`config.mk`:
```
export PLATFORM = sky130hd
export DESIGN_NAME = touch_packet_decode_calibrate_core_flat
export DESIGN_NICKNAME = d
export VERILOG_FILES = /design/src/hdl/tpd_pkg.sv /design/src/hdl/tpd_channels.sv /design/src/hdl/tpd_divider.sv /design/src/hdl/touch_packet_decode_calibrate_core.sv /design/src/flat_wrapper.sv
export SDC_FILE = /design/constraint.sdc
export NUM_CORES = 1
export LEC_CHECK = 0
export ABC_AREA = 1
export ABC_CLOCK_PERIOD_IN_PS = 8400
export BUFFER_PORTS_ARGS = -buffer_cell sky130_fd_sc_hd__buf_2
export CAP_MARGIN = 5
export CELL_PAD_IN_SITES_DETAIL_PLACEMENT = 1
export CELL_PAD_IN_SITES_GLOBAL_PLACEMENT = 2
export CORE_ASPECT_RATIO = 0.9
export CORE_MARGIN = 2
export CORE_UTILIZATION = 38
export CTS_CLUSTER_SIZE = 8
export DETAILED_ROUTE_END_ITERATION = 8
export GPL_ROUTABILITY_DRIVEN = 1
export PLACE_DENSITY = 0.85
export REMOVE_ABC_BUFFERS = 1
export SYNTH_ARGS = -nofsm -noshare
export SYNTH_HDL_FRONTEND = slang
export SYNTH_SLANG_ARGS = --single-unit
```
`constraint.sdc`:
```
create_clock -name clock -period 8.4 [get_ports clock]
set_input_delay 1.68 -clock clock [delete_from_list [all_inputs] [get_ports clock]]
set_output_delay 1.68 -clock clock [all_outputs]
set_load 0.005 [all_outputs]
```
`src/hdl/tpd_pkg.sv`:
```
package tpd_pkg;

   // Field widths.
   localparam int BYTE_W     = 8;
   localparam int CAL_W      = 10;
   localparam int RAW_W      = 10;
   localparam int LOW_W      = 7;
   localparam int HIGH_W     = 5;
   localparam int PIX_W      = 16;
   localparam int CSR_IDX_W  = 2;

   // Shared divider: the dividend is range * |raw - edge|, the divisor is |span|.
   localparam int DIVIDEND_W = 20;
   localparam int DIVISOR_W  = 10;

   // Header decoding.
   localparam logic [BYTE_W-1:0] HDR_MASK    = 8'h81;
   localparam logic [BYTE_W-1:0] HDR_PRESS   = 8'h81;
   localparam logic [BYTE_W-1:0] HDR_RELEASE = 8'h80;

   localparam logic KIND_PRESS   = 1'b0;
   localparam logic KIND_RELEASE = 1'b1;

   // Calibration arithmetic.
   localparam int SCREEN_OFFSET = 80;
   localparam int X_RANGE       = 640;
   localparam int Y_RANGE       = 320;
   localparam int PIX_MAX       = 32767;
   localparam int PIX_MIN       = -32768;

   // Register indexes and reset values.
   localparam logic [CSR_IDX_W-1:0] CSR_CAL_LEFT   = 2'd0;
   localparam logic [CSR_IDX_W-1:0] CSR_CAL_RIGHT  = 2'd1;
   localparam logic [CSR_IDX_W-1:0] CSR_CAL_TOP    = 2'd2;
   localparam logic [CSR_IDX_W-1:0] CSR_CAL_BOTTOM = 2'd3;

   localparam logic [CAL_W-1:0] CAL_LEFT_RESET   = 10'd107;
   localparam logic [CAL_W-1:0] CAL_RIGHT_RESET  = 10'd922;
   localparam logic [CAL_W-1:0] CAL_TOP_RESET    = 10'd164;
   localparam logic [CAL_W-1:0] CAL_BOTTOM_RESET = 10'd849;

   typedef struct packed {
      logic busy;
      logic done;
   } tpd_div_status_type;

endpackage

```
`src/hdl/tpd_channels.sv`:
```
interface tpd_req_if
   import tpd_pkg::*;
   ();
   logic              valid;
   logic              ready;
   logic [BYTE_W-1:0] rx_byte;

   modport source (output valid, output rx_byte, input ready);
   modport sink   (input valid, input rx_byte, output ready);
endinterface

interface tpd_rsp_if
   import tpd_pkg::*;
   ();
   logic                    valid;
   logic                    ready;
   logic                    event_kind;
   logic signed [PIX_W-1:0] x_pixel;
   logic signed [PIX_W-1:0] y_pixel;
   logic                    span_error;

   modport source (output valid, output event_kind, output x_pixel, output y_pixel,
                   output span_error, input ready);
   modport sink   (input valid, input event_kind, input x_pixel, input y_pixel,
                   input span_error, output ready);
endinterface

```
`src/hdl/tpd_divider.sv`:
```
module tpd_divider
   import tpd_pkg::*;
   #(
      parameter int DIVIDEND_WIDTH = DIVIDEND_W,
      parameter int DIVISOR_WIDTH  = DIVISOR_W
   )
   (
      input  logic                      clock,
      input  logic                      reset,
      input  logic                      start,
      input  logic [DIVIDEND_WIDTH-1:0] dividend,
      input  logic [DIVISOR_WIDTH-1:0]  divisor,
      output logic [DIVIDEND_WIDTH-1:0] quotient,
      output tpd_div_status_type        status
   );

   localparam int CNT_W = (DIVIDEND_WIDTH > 1) ? $clog2(DIVIDEND_WIDTH) : 1;
   localparam logic [CNT_W-1:0] LAST_STEP = CNT_W'(DIVIDEND_WIDTH - 1);

   logic [DIVISOR_WIDTH:0]    rem_ff, rem_in;
   logic [DIVIDEND_WIDTH-1:0] quo_ff, quo_in;
   logic [DIVISOR_WIDTH-1:0]  dsr_ff, dsr_in;
   logic [CNT_W-1:0]          count_ff, count_in;
   logic                      busy_ff, busy_in;
   logic                      done_ff, done_in;

   logic [DIVISOR_WIDTH:0]    rem_shift;
   logic [DIVISOR_WIDTH+1:0]  trial;

   // Restoring division, one quotient bit per cycle, most significant first.
   always_comb begin
      rem_shift = {rem_ff[DIVISOR_WIDTH-1:0], quo_ff[DIVIDEND_WIDTH-1]};
      trial     = {1'b0, rem_shift} - {2'b00, dsr_ff};
      rem_in    = rem_ff;
      quo_in    = quo_ff;
      dsr_in    = dsr_ff;
      count_in  = count_ff;
      busy_in   = busy_ff;
      done_in   = 1'b0;
      if (start) begin
         rem_in   = '0;
         quo_in   = dividend;
         dsr_in   = divisor;
         count_in = '0;
         busy_in  = 1'b1;
      end else if (busy_ff) begin
         if (trial[DIVISOR_WIDTH+1]) begin
            rem_in = rem_shift;
            quo_in = {quo_ff[DIVIDEND_WIDTH-2:0], 1'b0};
         end else begin
            rem_in = trial[DIVISOR_WIDTH:0];
            quo_in = {quo_ff[DIVIDEND_WIDTH-2:0], 1'b1};
         end
         count_in = count_ff + CNT_W'(1);
         if (count_ff == LAST_STEP) begin
            busy_in = 1'b0;
            done_in = 1'b1;
         end
      end
   end

   always_ff @(posedge clock) begin
      rem_ff <= rem_in;
      quo_ff <= quo_in;
      dsr_ff <= dsr_in;
      if (reset) begin
         count_ff <= '0;
         busy_ff  <= 1'b0;
         done_ff  <= 1'b0;
      end else begin
         count_ff <= count_in;
         busy_ff  <= busy_in;
         done_ff  <= done_in;
      end
   end

   assign quotient    = quo_ff;
   assign status.busy = busy_ff;
   assign status.done = done_ff;

   a_start_idle: assert property (@(posedge clock) disable iff (reset)
      start |-> !busy_ff)
      else $error("divider started while busy");

   a_start_busy: assert property (@(posedge clock) disable iff (reset)
      start |=> busy_ff && count_ff == '0)
      else $error("divider did not begin after start");

   a_done_after_busy: assert property (@(posedge clock) disable iff (reset)
      done_ff |-> !busy_ff && $past(busy_ff) && $past(count_ff) == LAST_STEP)
      else $error("divider finished without a full run");

endmodule

```
`src/hdl/touch_packet_decode_calibrate_core.sv`:
```
// Touch packet decoder with linear calibration. Bytes from the touch controller's
// serial link enter on req_ch, one per beat. A header byte with bits 7 and 0 set
// opens a pen-press packet, bit 7 alone a pen-release packet, and any other byte
// between packets is dropped. The next four bytes are x low, x high, y low and
// y high, taken as data whatever their value. Each axis is mapped through
// 80 + 640 * (raw - left) / (right - left) for x and 80 + 320 * (raw - top) /
// (bottom - top) for y, truncated toward zero and clamped to 16-bit signed; an
// axis with a zero span reads 80 and sets span_error. Bytes are taken only while
// no packet is being computed. The last byte starts two 20-step runs of one
// shared restoring divider, one per axis; the block stays not ready until the
// result is loaded into the output register, which waits while an earlier beat
// is pending. That divider sets the packet rate. While the result beat waits on
// rsp_ch, new bytes are accepted. Calibration registers are written through the
// csr_ port, indexes 0 to 3 in the order left, right, top, bottom. Write them
// only while no packet is being computed; the block does not enforce it.
module touch_packet_decode_calibrate_core
   import tpd_pkg::*;
   (
      input  logic                 clock,
      input  logic                 reset,
      tpd_req_if.sink              req_ch,
      tpd_rsp_if.source            rsp_ch,
      input  logic                 csr_write_enable,
      input  logic [CSR_IDX_W-1:0] csr_index,
      input  logic [CAL_W-1:0]     csr_write_data
   );

   // Packet collection phase.
   localparam logic [2:0] PH_HEADER = 3'd0;
   localparam logic [2:0] PH_X_LOW  = 3'd1;
   localparam logic [2:0] PH_X_HIGH = 3'd2;
   localparam logic [2:0] PH_Y_LOW  = 3'd3;
   localparam logic [2:0] PH_Y_HIGH = 3'd4;

   // Calibration sequencer.
   localparam logic [2:0] SEQ_IDLE    = 3'd0;
   localparam logic [2:0] SEQ_X_START = 3'd1;
   localparam logic [2:0] SEQ_X_WAIT  = 3'd2;
   localparam logic [2:0] SEQ_Y_START = 3'd3;
   localparam logic [2:0] SEQ_Y_WAIT  = 3'd4;
   localparam logic [2:0] SEQ_OUT     = 3'd5;

   localparam int DIFF_W = RAW_W + 1;
   localparam int Q_W    = DIVIDEND_W + 1;
   localparam int SUM_W  = DIVIDEND_W + 2;

   logic [CAL_W-1:0] cal_left_ff, cal_left_in;
   logic [CAL_W-1:0] cal_right_ff, cal_right_in;
   logic [CAL_W-1:0] cal_top_ff, cal_top_in;
   logic [CAL_W-1:0] cal_bottom_ff, cal_bottom_in;

   logic [2:0]        phase_ff, phase_in;
   logic [2:0]        seq_ff, seq_in;
   logic              kind_ff, kind_in;
   logic [LOW_W-1:0]  x_low_ff, x_low_in;
   logic [HIGH_W-1:0] x_high_ff, x_high_in;
   logic [LOW_W-1:0]  y_low_ff, y_low_in;
   logic [HIGH_W-1:0] y_high_ff, y_high_in;

   logic signed [PIX_W-1:0] x_pix_ff, x_pix_in;
   logic                    x_err_ff, x_err_in;
   logic signed [PIX_W-1:0] y_pix_ff, y_pix_in;
   logic                    y_err_ff, y_err_in;

   logic                    rsp_valid_ff, rsp_valid_in;
   logic                    rsp_kind_ff, rsp_kind_in;
   logic signed [PIX_W-1:0] rsp_x_ff, rsp_x_in;
   logic signed [PIX_W-1:0] rsp_y_ff, rsp_y_in;
   logic                    rsp_err_ff, rsp_err_in;

   logic                    req_accept;
   logic                    rsp_free;
   logic                    axis_y;
   logic [RAW_W-1:0]        raw;
   logic [CAL_W-1:0]        edge_lo;
   logic [CAL_W-1:0]        edge_hi;
   logic [DIFF_W-1:0]       diff;
   logic [DIFF_W-1:0]       span;
   logic [DIVISOR_W-1:0]    diff_mag;
   logic [DIVISOR_W-1:0]    span_mag;
   logic [DIVIDEND_W-1:0]   num_mag;
   logic                    quot_neg;
   logic                    span_zero;
   logic                    div_start;
   logic [DIVIDEND_W-1:0]   div_quotient;
   tpd_div_status_type      div_status;
   logic signed [Q_W-1:0]   q_mag;
   logic signed [Q_W-1:0]   q_signed;
   logic signed [SUM_W-1:0] pix_sum;
   logic signed [PIX_W-1:0] pix_sat;

   assign req_accept = req_ch.valid && req_ch.ready;
   assign rsp_free   = !rsp_valid_ff || rsp_ch.ready;
   assign req_ch.ready = (seq_ff == SEQ_IDLE);

   // Operands of the axis being worked on. The byte registers they come from hold
   // steady from the last byte until the result is out.
   always_comb begin
      axis_y  = (seq_ff == SEQ_Y_START) || (seq_ff == SEQ_Y_WAIT);
      raw     = axis_y ? {y_high_ff, y_low_ff[LOW_W-1:2]}
                       : {x_high_ff, x_low_ff[LOW_W-1:2]};
      edge_lo = axis_y ? cal_top_ff : cal_left_ff;
      edge_hi = axis_y ? cal_bottom_ff : cal_right_ff;
      diff    = {1'b0, raw} - {1'b0, edge_lo};
      span    = {1'b0, edge_hi} - {1'b0, edge_lo};
      diff_mag = diff[DIFF_W-1] ? DIVISOR_W'(-diff) : diff[DIVISOR_W-1:0];
      span_mag = span[DIFF_W-1] ? DIVISOR_W'(-span) : span[DIVISOR_W-1:0];
      num_mag  = DIVIDEND_W'(diff_mag) *
                 (axis_y ? DIVIDEND_W'(Y_RANGE) : DIVIDEND_W'(X_RANGE));
      quot_neg  = diff[DIFF_W-1] ^ span[DIFF_W-1];
      span_zero = (span == '0);
      div_start = (seq_ff == SEQ_X_START) || (seq_ff == SEQ_Y_START);
   end

   tpd_divider #(
      .DIVIDEND_WIDTH (DIVIDEND_W),
      .DIVISOR_WIDTH  (DIVISOR_W)
   ) u_divider (
      .clock    (clock),
      .reset    (reset),
      .start    (div_start),
      .dividend (num_mag),
      .divisor  (span_mag),
      .quotient (div_quotient),
      .status   (div_status)
   );

   // Sign the magnitude quotient, add the screen offset and clamp.
   always_comb begin
      q_mag    = Q_W'(div_quotient);
      q_signed = span_zero ? '0 : (quot_neg ? -q_mag : q_mag);
      pix_sum  = SUM_W'(SCREEN_OFFSET) + {q_signed[Q_W-1], q_signed};
      if (pix_sum > SUM_W'(PIX_MAX)) begin
         pix_sat = PIX_W'(PIX_MAX);
      end else if (pix_sum < SUM_W'(PIX_MIN)) begin
         pix_sat = PIX_W'(PIX_MIN);
      end else begin
         pix_sat = pix_sum[PIX_W-1:0];
      end
   end

   always_comb begin
      cal_left_in   = cal_left_ff;
      cal_right_in  = cal_right_ff;
      cal_top_in    = cal_top_ff;
      cal_bottom_in = cal_bottom_ff;
      if (csr_write_enable) begin
         case (csr_index)
            CSR_CAL_LEFT:   cal_left_in   = csr_write_data;
            CSR_CAL_RIGHT:  cal_right_in  = csr_write_data;
            CSR_CAL_TOP:    cal_top_in    = csr_write_data;
            CSR_CAL_BOTTOM: cal_bottom_in = csr_write_data;
            default: ;
         endcase
      end
   end

   always_comb begin
      phase_in  = phase_ff;
      seq_in    = seq_ff;
      kind_in   = kind_ff;
      x_low_in  = x_low_ff;
      x_high_in = x_high_ff;
      y_low_in  = y_low_ff;
      y_high_in = y_high_ff;
      x_pix_in  = x_pix_ff;
      x_err_in  = x_err_ff;
      y_pix_in  = y_pix_ff;
      y_err_in  = y_err_ff;
      rsp_valid_in = rsp_valid_ff && !rsp_ch.ready;
      rsp_kind_in  = rsp_kind_ff;
      rsp_x_in     = rsp_x_ff;
      rsp_y_in     = rsp_y_ff;
      rsp_err_in   = rsp_err_ff;

      if (req_accept) begin
         case (phase_ff)
            PH_X_LOW: begin
               x_low_in = req_ch.rx_byte[LOW_W-1:0];
               phase_in = PH_X_HIGH;
            end
            PH_X_HIGH: begin
               x_high_in = req_ch.rx_byte[HIGH_W-1:0];
               phase_in  = PH_Y_LOW;
            end
            PH_Y_LOW: begin
               y_low_in = req_ch.rx_byte[LOW_W-1:0];
               phase_in = PH_Y_HIGH;
            end
            PH_Y_HIGH: begin
               y_high_in = req_ch.rx_byte[HIGH_W-1:0];
               phase_in  = PH_HEADER;
               seq_in    = SEQ_X_START;
            end
            default: begin
               phase_in = PH_HEADER;
               if ((req_ch.rx_byte & HDR_MASK) == HDR_PRESS) begin
                  kind_in  = KIND_PRESS;
                  phase_in = PH_X_LOW;
               end else if ((req_ch.rx_byte & HDR_MASK) == HDR_RELEASE) begin
                  kind_in  = KIND_RELEASE;
                  phase_in = PH_X_LOW;
               end
            end
         endcase
      end

      case (seq_ff)
         SEQ_X_START: seq_in = SEQ_X_WAIT;
         SEQ_X_WAIT: begin
            if (div_status.done) begin
               x_pix_in = pix_sat;
               x_err_in = span_zero;
               seq_in   = SEQ_Y_START;
            end
         end
         SEQ_Y_START: seq_in = SEQ_Y_WAIT;
         SEQ_Y_WAIT: begin
            if (div_status.done) begin
               y_pix_in = pix_sat;
               y_err_in = span_zero;
               seq_in   = SEQ_OUT;
            end
         end
         SEQ_OUT: begin
            if (rsp_free) begin
               rsp_valid_in = 1'b1;
               rsp_kind_in  = kind_ff;
               rsp_x_in     = x_pix_ff;
               rsp_y_in     = y_pix_ff;
               rsp_err_in   = x_err_ff || y_err_ff;
               seq_in       = SEQ_IDLE;
            end
         end
         default: ;
      endcase
   end

   always_ff @(posedge clock) begin
      x_low_ff  <= x_low_in;
      x_high_ff <= x_high_in;
      y_low_ff  <= y_low_in;
      y_high_ff <= y_high_in;
      x_pix_ff  <= x_pix_in;
      x_err_ff  <= x_err_in;
      y_pix_ff  <= y_pix_in;
      y_err_ff  <= y_err_in;
      rsp_kind_ff <= rsp_kind_in;
      rsp_x_ff    <= rsp_x_in;
      rsp_y_ff    <= rsp_y_in;
      rsp_err_ff  <= rsp_err_in;
      if (reset) begin
         cal_left_ff   <= CAL_LEFT_RESET;
         cal_right_ff  <= CAL_RIGHT_RESET;
         cal_top_ff    <= CAL_TOP_RESET;
         cal_bottom_ff <= CAL_BOTTOM_RESET;
         phase_ff      <= PH_HEADER;
         seq_ff        <= SEQ_IDLE;
         kind_ff       <= KIND_PRESS;
         rsp_valid_ff  <= 1'b0;
      end else begin
         cal_left_ff   <= cal_left_in;
         cal_right_ff  <= cal_right_in;
         cal_top_ff    <= cal_top_in;
         cal_bottom_ff <= cal_bottom_in;
         phase_ff      <= phase_in;
         seq_ff        <= seq_in;
         kind_ff       <= kind_in;
         rsp_valid_ff  <= rsp_valid_in;
      end
   end

   assign rsp_ch.valid      = rsp_valid_ff;
   assign rsp_ch.event_kind = rsp_kind_ff;
   assign rsp_ch.x_pixel    = rsp_x_ff;
   assign rsp_ch.y_pixel    = rsp_y_ff;
   assign rsp_ch.span_error = rsp_err_ff;

   a_last_byte_starts: assert property (@(posedge clock) disable iff (reset)
      req_accept && phase_ff == PH_Y_HIGH |=> seq_ff == SEQ_X_START)
      else $error("last packet byte did not start calibration");

   a_done_in_wait: assert property (@(posedge clock) disable iff (reset)
      div_status.done |-> seq_ff == SEQ_X_WAIT || seq_ff == SEQ_Y_WAIT)
      else $error("divider result arrived outside a wait step");

   a_no_overwrite: assert property (@(posedge clock) disable iff (reset)
      rsp_valid_ff && !rsp_ch.ready |=> rsp_valid_ff && $stable(rsp_x_ff)
                                        && $stable(rsp_y_ff))
      else $error("pending result beat was overwritten");

   a_busy_not_ready: assert property (@(posedge clock) disable iff (reset)
      div_status.busy |-> !req_ch.ready)
      else $error("bytes accepted during a division");

endmodule
```
`src/flat_wrapper.sv`:
```
// flat-port wrapper written by rule: the top's interface ports become plain ports
module touch_packet_decode_calibrate_core_flat import tpd_pkg::*;
  (clock, reset, csr_write_enable, csr_index, csr_write_data, req_ch_valid, req_ch_rx_byte, req_ch_ready, rsp_ch_valid, rsp_ch_event_kind, rsp_ch_x_pixel, rsp_ch_y_pixel, rsp_ch_span_error, rsp_ch_ready);
  tpd_req_if req_ch_i ();
  tpd_rsp_if rsp_ch_i ();
  input  logic clock;
  input  logic reset;
  input  logic csr_write_enable;
  input  logic [CSR_IDX_W-1:0] csr_index;
  input  logic [CAL_W-1:0] csr_write_data;
  input wire logic [$bits(req_ch_i.valid)-1:0] req_ch_valid;
  input wire logic [$bits(req_ch_i.rx_byte)-1:0] req_ch_rx_byte;
  output wire logic [$bits(req_ch_i.ready)-1:0] req_ch_ready;
  output wire logic [$bits(rsp_ch_i.valid)-1:0] rsp_ch_valid;
  output wire logic [$bits(rsp_ch_i.event_kind)-1:0] rsp_ch_event_kind;
  output wire logic [$bits(rsp_ch_i.x_pixel)-1:0] rsp_ch_x_pixel;
  output wire logic [$bits(rsp_ch_i.y_pixel)-1:0] rsp_ch_y_pixel;
  output wire logic [$bits(rsp_ch_i.span_error)-1:0] rsp_ch_span_error;
  input wire logic [$bits(rsp_ch_i.ready)-1:0] rsp_ch_ready;
  assign req_ch_i.valid = req_ch_valid;
  assign req_ch_i.rx_byte = req_ch_rx_byte;
  assign req_ch_ready = req_ch_i.ready;
  assign rsp_ch_valid = rsp_ch_i.valid;
  assign rsp_ch_event_kind = rsp_ch_i.event_kind;
  assign rsp_ch_x_pixel = rsp_ch_i.x_pixel;
  assign rsp_ch_y_pixel = rsp_ch_i.y_pixel;
  assign rsp_ch_span_error = rsp_ch_i.span_error;
  assign rsp_ch_i.ready = rsp_ch_ready;
  touch_packet_decode_calibrate_core u_core (.clock(clock), .reset(reset), .req_ch(req_ch_i), .rsp_ch(rsp_ch_i), .csr_write_enable(csr_write_enable), .csr_index(csr_index), .csr_write_data(csr_write_data));
endmodule
```
==> reports/metrics.csv, run 1 <==
metric,value,unit
ys_types,46,
path_clk_slew,80,ps
cts.sinks,183,
cp.required,8580,ps
post-place-ws,1110,ps
regArea,0.00484,mm^2
slew_headroom,27.7,%
finalPower,2.58,mW
p_int,1.69,mW
clock_skew,14.3,ps
leakagePower,5.59,nW
synth_area_leader_cell,edfxtp_1,
synth_top_area_share,31.8,%
reg2reg_slack,1180,ps
worst_pin_slew,1080,ps
final_layout_size_suffix_gt1_share,10.2,%
dieArea,0.0307,mm^2
critical_path.slowest_cell,dfxtp_1,
fin_ws,1180,ps
cts_hold_buffers,0,
synth-edff-count,118,
grt.total_usage,18.5,%
cts_tree,done,
drc,0,
p_sw,0.895,mW
placed_cells,1773,
min_path_type,reg -> reg,
critical_path.most_common_cell,nand2_1,
min_period_over_period,85.9,%
dp_hpwl,21100,um
grt_first_pass_wirelength,45000,um
crit_fanout,44,
routabilityCongestion,0.804,
syn2layout_area_growth,11.2,%
final_cells,1805,
nets,1511,
nFillCells,3458,
fp.coreArea,0.0289,mm^2
synth_cells,1344,
finalSetupViolations,0,
rows,59,
cts_buffers,17,
yosysWarnings,0,
vias,8741,
cp-end-kind,register,
gr-total-overflow,0,
clock_latency,450,ps
grt_start_max_net_pins,45,
ys.flop_type,edfxtp_1,
grt_pass1_vias,8964,
start_kind,register,
synthArstFlopShare,0,%
yosysSeqAreaShare,43.5,%
fp.dieH,166,um
final_common_cell,nand2_1,
hold_viol,0,
status,completed,
slew_violations,0,
cts_setup_buffers,0,
num_antenna_cells,0,
multi_input_area,0.00546,mm^2
cap_violations,0,
slowest_delay,550,ps
netlist_area,0.0111,mm^2
drt_iter0_markers,342,
drt-total-wl,27100,um
h-tree-depth,4,
vias_per_cell,4.84,
power.density,209,mW/mm^2
rsz0062_at_grt,no,
power_frac_comb,29.5,%
synth-seq-cells,183,
worstPathArrival,7400,ps
most-common-layout-cells,"326 x nand2_1, 166 x inv_1, 128 x nor2_1, 118 x edfxtp_1, 89 x nand3_1",
avgSynthCellArea,8.28,um^2
antenna_found_initial,0,
firstDrtPassIters,4,
pwr-share-seq,39.7,%
worstSetupPathType,reg -> reg,
floorplan.initialDensity,38.6,%
max-vdd-ir-drop,0.000149,V
p_clk_share,30.8,%
routedWlPerCell,15.0,um
synthTopCellsByArea,"edfxtp_1 32%, dfxtp_1 12%, nand2_1 11%",
io_buffers,60,
max_freq,139,MHz
cts_buffer_depth,2,
fp.dieW,184,um
period_minus_slack,7220,ps
ant_nets,0,
cts-resized-gates,0,
clock-root-buffer,clkbuf_16,
p_sw_share,34.6,%
io_pins,61,
final.setup.tns,0,ps
==> worst max-delay path, delay by kind of cell, from the launching register on <==
| family | cells | cell delay [ps] |
|---|---|---|
| xor gates and xnor gates | 3 | 530 |
| and+or+nand+nor | 12 | 1460 |
| adders and majority gates | 8 | 2930 |
| AOI/OAI and AO/OA | 6 | 1000 |
| DFF | 1 | 550 |
| buffers and inverters | 6 | 450 |
==> path summary, 6_finish.rpt <==
path / start / to / cells past startpoint
worst max-delay path: u_core.seq_ff[0] / u_core.u_divider.quotient[19] / 35
worst min-delay path: u_core.x_pix_ff[9] / u_core.rsp_ch.x_pixel[9] / 0
worst max register to register: u_core.seq_ff[0] / u_core.u_divider.quotient[19] / 35
worst min register to register: u_core.x_pix_ff[9] / u_core.rsp_ch.x_pixel[9] / 0
==> flip-flops by register name, summed over array words and instances, names as in the netlist, 10 cells and up <==
register and count:
u_core.y_pix_ff 16, u_core.u_divider.rem_ff 10, u_core.cal_top_ff 10, u_core.u_divider.quotient 20, u_core.cal_right_ff 10, u_core.u_divider.dsr_ff 10
u_core.rsp_ch.x_pixel 16, u_core.x_pix_ff 16, u_core.cal_bottom_ff 10, u_core.rsp_ch.y_pixel 16, u_core.cal_left_ff 10
==> power groups by stage <==
stage	combinational, mW	sequential (mW)	clock (mW)
after floorplan	0.591	1.04	0
after global placement	0.751	1.04	0
after detailed placement	0.768	1.05	0
after CTS	0.781	1.03	0.819
after global routing	0.901	1.03	0.851
final	0.763	1.03	0.796
==> metrics by stage <==
step	hold slack, ps	util (%)	cell area (um^2)
final	424	42.9	12400
after global routing	429	42.9	12400
after global placement	403	40.9	11800
after CTS	425	42.9	12400
after floorplan	400	-	10900
after detailed placement	406	40.9	11800
==> synth_stat cells (4+ instances only) <==
master    number
nand2_1      326
inv_1        166
nor2_1       130
edfxtp_1     118
nand3_1       89
ha_1          78
o21ai_0       71
dfxtp_1       65
a21oi_1       55
xor2_1        48
clkbuf_1      22
nor3_1        21
nand2_2       17
xnor2_1       14
nand4_1       13
fa_1          12
mux2i_1        9
buf_6          8
o22ai_1        8
inv_2          7
nand3b_1       6
nor2_2         6
o211ai_1       6
o21a_1         4
o21bai_1       4
or2_2          4
==> cells by family after synthesis <==
kind of cell             after synthesis  synth area share [%]
other                                  2                0.0675
flip-flops                           183                  43.5
XOR/XNOR                              62                  4.88
adder cells (fa/ha/maj)               90                  10.9
AO/OA/AOI/OAI                        160                  7.86
buffers and inverters                210                  7.66
multiplexers                           9                 0.809
AND/OR/NAND/NOR                      628                  24.3
==> per-layer routing <==
| metal | GRT usage (%) | wire length [um] | part of all wire, % | vias to the layer above |
|---|---|---|---|---|
| met5 | 0 | 0 | 0 | - |
| met4 | 3.83 | 281 | 1.0 | 0 |
| met3 | 2.94 | 744 | 2.7 | 20 |
| met2 | 32.1 | 13100 | 48 | 101 |
| met1 | 24.3 | 13000 | 48 | 4109 |
| li1 | - | - | - | 4511 |
==> cell type report <==
class | instances | area share [%]
Clock inverter | 15 | 1.26
Multi-Input combinational cell | 953 | 44.1
Clock buffer | 17 | 3.44
Sequential cell | 183 | 39.1
Timing Repair Buffer | 65 | 2.73
Inverter | 176 | 5.34
Tap cell | 396 | 4.00
(Power assumes the default switching activity.)
==> run 2: changes to the inputs <==
--- a/config.mk
+++ b/config.mk
@@ -6,18 +6,18 @@
 export NUM_CORES = 1
 export LEC_CHECK = 0
 export ABC_AREA = 1
-export ABC_CLOCK_PERIOD_IN_PS = 8400
+export ABC_CLOCK_PERIOD_IN_PS = 6300
 export BUFFER_PORTS_ARGS = -buffer_cell sky130_fd_sc_hd__buf_2
-export CAP_MARGIN = 5
+export CAP_MARGIN = 20
 export CELL_PAD_IN_SITES_DETAIL_PLACEMENT = 1
 export CELL_PAD_IN_SITES_GLOBAL_PLACEMENT = 2
 export CORE_ASPECT_RATIO = 0.9
 export CORE_MARGIN = 2
-export CORE_UTILIZATION = 38
+export CORE_UTILIZATION = 34
 export CTS_CLUSTER_SIZE = 8
 export DETAILED_ROUTE_END_ITERATION = 8
 export GPL_ROUTABILITY_DRIVEN = 1
-export PLACE_DENSITY = 0.85
+export PLACE_DENSITY = 0.8
 export REMOVE_ABC_BUFFERS = 1
 export SYNTH_ARGS = -nofsm -noshare
 export SYNTH_HDL_FRONTEND = slang
==> constraint.sdc (replaced) <==
create_clock -name clock -period 6.3 [get_ports clock]
set_input_delay 1.26 -clock clock [delete_from_list [all_inputs] [get_ports clock]]
set_output_delay 1.26 -clock clock [all_outputs]
set_load 0.005 [all_outputs]
==> reports/metrics.csv, run 2 (synthesized netlist as in run 1, its figures left out) <==
metric,value,unit,change
status,completed,,
period_minus_slack,6140,ps,-1080 ps
grt_first_pass_wirelength,46800,um,+3.9%
hold_viol,0,,unchanged
cts_hold_buffers,0,,unchanged
drt_iter0_markers,324,,-5.3%
cts_buffer_depth,2,,unchanged
power.density,285,mW/mm^2,+36%
crit_fanout,7,,-84%
critical_path.most_common_cell,nor2_1,,
grt.total_usage,17.0,%,-1.5 points
firstDrtPassIters,4,,unchanged
finalPower,3.91,mW,+51%
floorplan.initialDensity,34.7,%,-3.8 points
vias_per_cell,4.78,,-1.3%
max_freq,163,MHz,+18%
final_common_cell,nand2_1,,
final_cells,1927,,+6.8%
min_period_over_period,97.4,%,+11 points
clock-root-buffer,clkbuf_16,,
final_layout_size_suffix_gt1_share,21.4,%,+11 points
rows,62,,+5.1%
cap_violations,0,,unchanged
min_path_type,reg -> reg,,
num_antenna_cells,0,,unchanged
antenna_found_initial,0,,unchanged
clock_latency,450,ps,about the same
slew_violations,0,,unchanged
finalSetupViolations,0,,unchanged
leakagePower,6.13,nW,+9.6%
cp.required,6480,ps,-2100 ps
worst_pin_slew,970,ps,-111 ps
cts_buffers,17,,unchanged
placed_cells,1870,,+5.5%
start_kind,register,,
slew_headroom,35.2,%,+7.5 points
largest_reg_flops,20,,unchanged
syn2layout_area_growth,23.5,%,
vias,9215,,+5.4%
routedWlPerCell,15.1,um,+0.54%
drc,0,,unchanged
fin_ws,162,ps,-1020 ps
io_pins,61,,unchanged
slowest_delay,590,ps,+40 ps
max-vdd-ir-drop,0.000186,V,+25%
drt-total-wl,29100,um,+7.3%
grt_pass1_vias,9381,,+4.7%
routabilityCongestion,0.801,,-0.36%
dp_hpwl,21900,um,+3.9%
most-common-layout-cells,"317 x nand2_1, 162 x inv_1, 118 x edfxtp_1, 115 x nor2_1, 100 x buf_4",,
cts.sinks,183,,unchanged
grt_start_max_net_pins,45,,unchanged
hold_ws,425,ps,+1.66 ps
gr-total-overflow,0,,unchanged
path_clk_slew,70,ps,about the same
h-tree-depth,4,,unchanged
clock_skew,12.8,ps,-1.47 ps
worstPathArrival,6320,ps,-1080 ps
worstSetupPathType,reg -> reg,,
critical_path.slowest_cell,fa_2,,
fp.dieW,195,um,+5.6%
fp.coreArea,0.0320,mm^2,+11%
nets,1613,,+6.8%
io_buffers,60,,unchanged
ant_nets,0,,unchanged
cts_tree,done,,
cp-end-kind,register,,
dieArea,0.0342,mm^2,+11%
fp.dieH,176,um,+5.6%
post-place-ws,-183,ps,-1300 ps
nFillCells,3763,,+8.8%
## run 2: changes by cell type in the layout (fill, tap and decap cells not counted), sizes merged
cell and change:
inv -1, bufinv +1, buf +101, clkbuf +1, clkinvlp +3, clkinv -3
## run 2: final timing paths
kind	startpoint	slack (ps)	depth (start not counted)	endpoint
worst max-delay path	u_core.seq_ff[1]	160	32	u_core.u_divider.quotient[18]
worst min-delay path	u_core.x_pix_ff[1]	430	0	u_core.rsp_ch.x_pixel[1]
worst min register to register	u_core.x_pix_ff[1]	430	0	u_core.rsp_ch.x_pixel[1]
worst max register to register	u_core.seq_ff[1]	160	32	u_core.u_divider.quotient[18]
## run 2: where the power goes
part | total (mW) | switching (mW) | internal (mW)
logic | 1.46 | 0.805 | 0.660
registers | 1.37 | 0.0318 | 1.33
clock network | 1.08 | 0.522 | 0.561
total | 3.91 | 1.36 | 2.55
## run 2: area by class of cell
cell class	count	area [um^2]	share of cell area, %
well taps	416	520	3.79
flip-flops and latches	183	4860	35.3
multi-input cells	953	5940	43.2
inverters	176	663	4.83
clock buffers	17	425	3.10
clock inverters	15	160	1.17
repair buffers	167	1170	8.54
## run 2: what timing repair did
item | CTS | global route
pin swaps | 7 | 52
gates resized for setup | 14 | 92
endpoints found under the setup margin | 2 | 5
buffers inserted | 7 | 16
cloned | 0 | 1
## run 2: through the flow
step                setup TNS (ps)  cell area (um^2)  util [%]
global route                  -340             13700      42.9
detailed placement            -317             12400      38.7
global placement                 0             12400      38.7
CTS                              0             13100      40.9
finish                           0             13700      42.9
floorplan                    -35.1             10900         -
## run 2: critical path: cells and delay by family (launching register included)
family | cells | cell delay (ps)
xor+xnor | 2 | 350
compound gates | 4 | 620
simple gates | 14 | 1430
fa+ha+maj | 8 | 2700
flops | 1 | 400
buf+inv | 4 | 380
## run 2: routing by layer
layer	vias to the layer above	routed length, um	global-route usage [%]
met2	89	14700	31.3
met1	4388	13400	20.5
met3	26	611	2.82
li1	4712	-	-
met5	-	0	0
met4	0	374	4.07
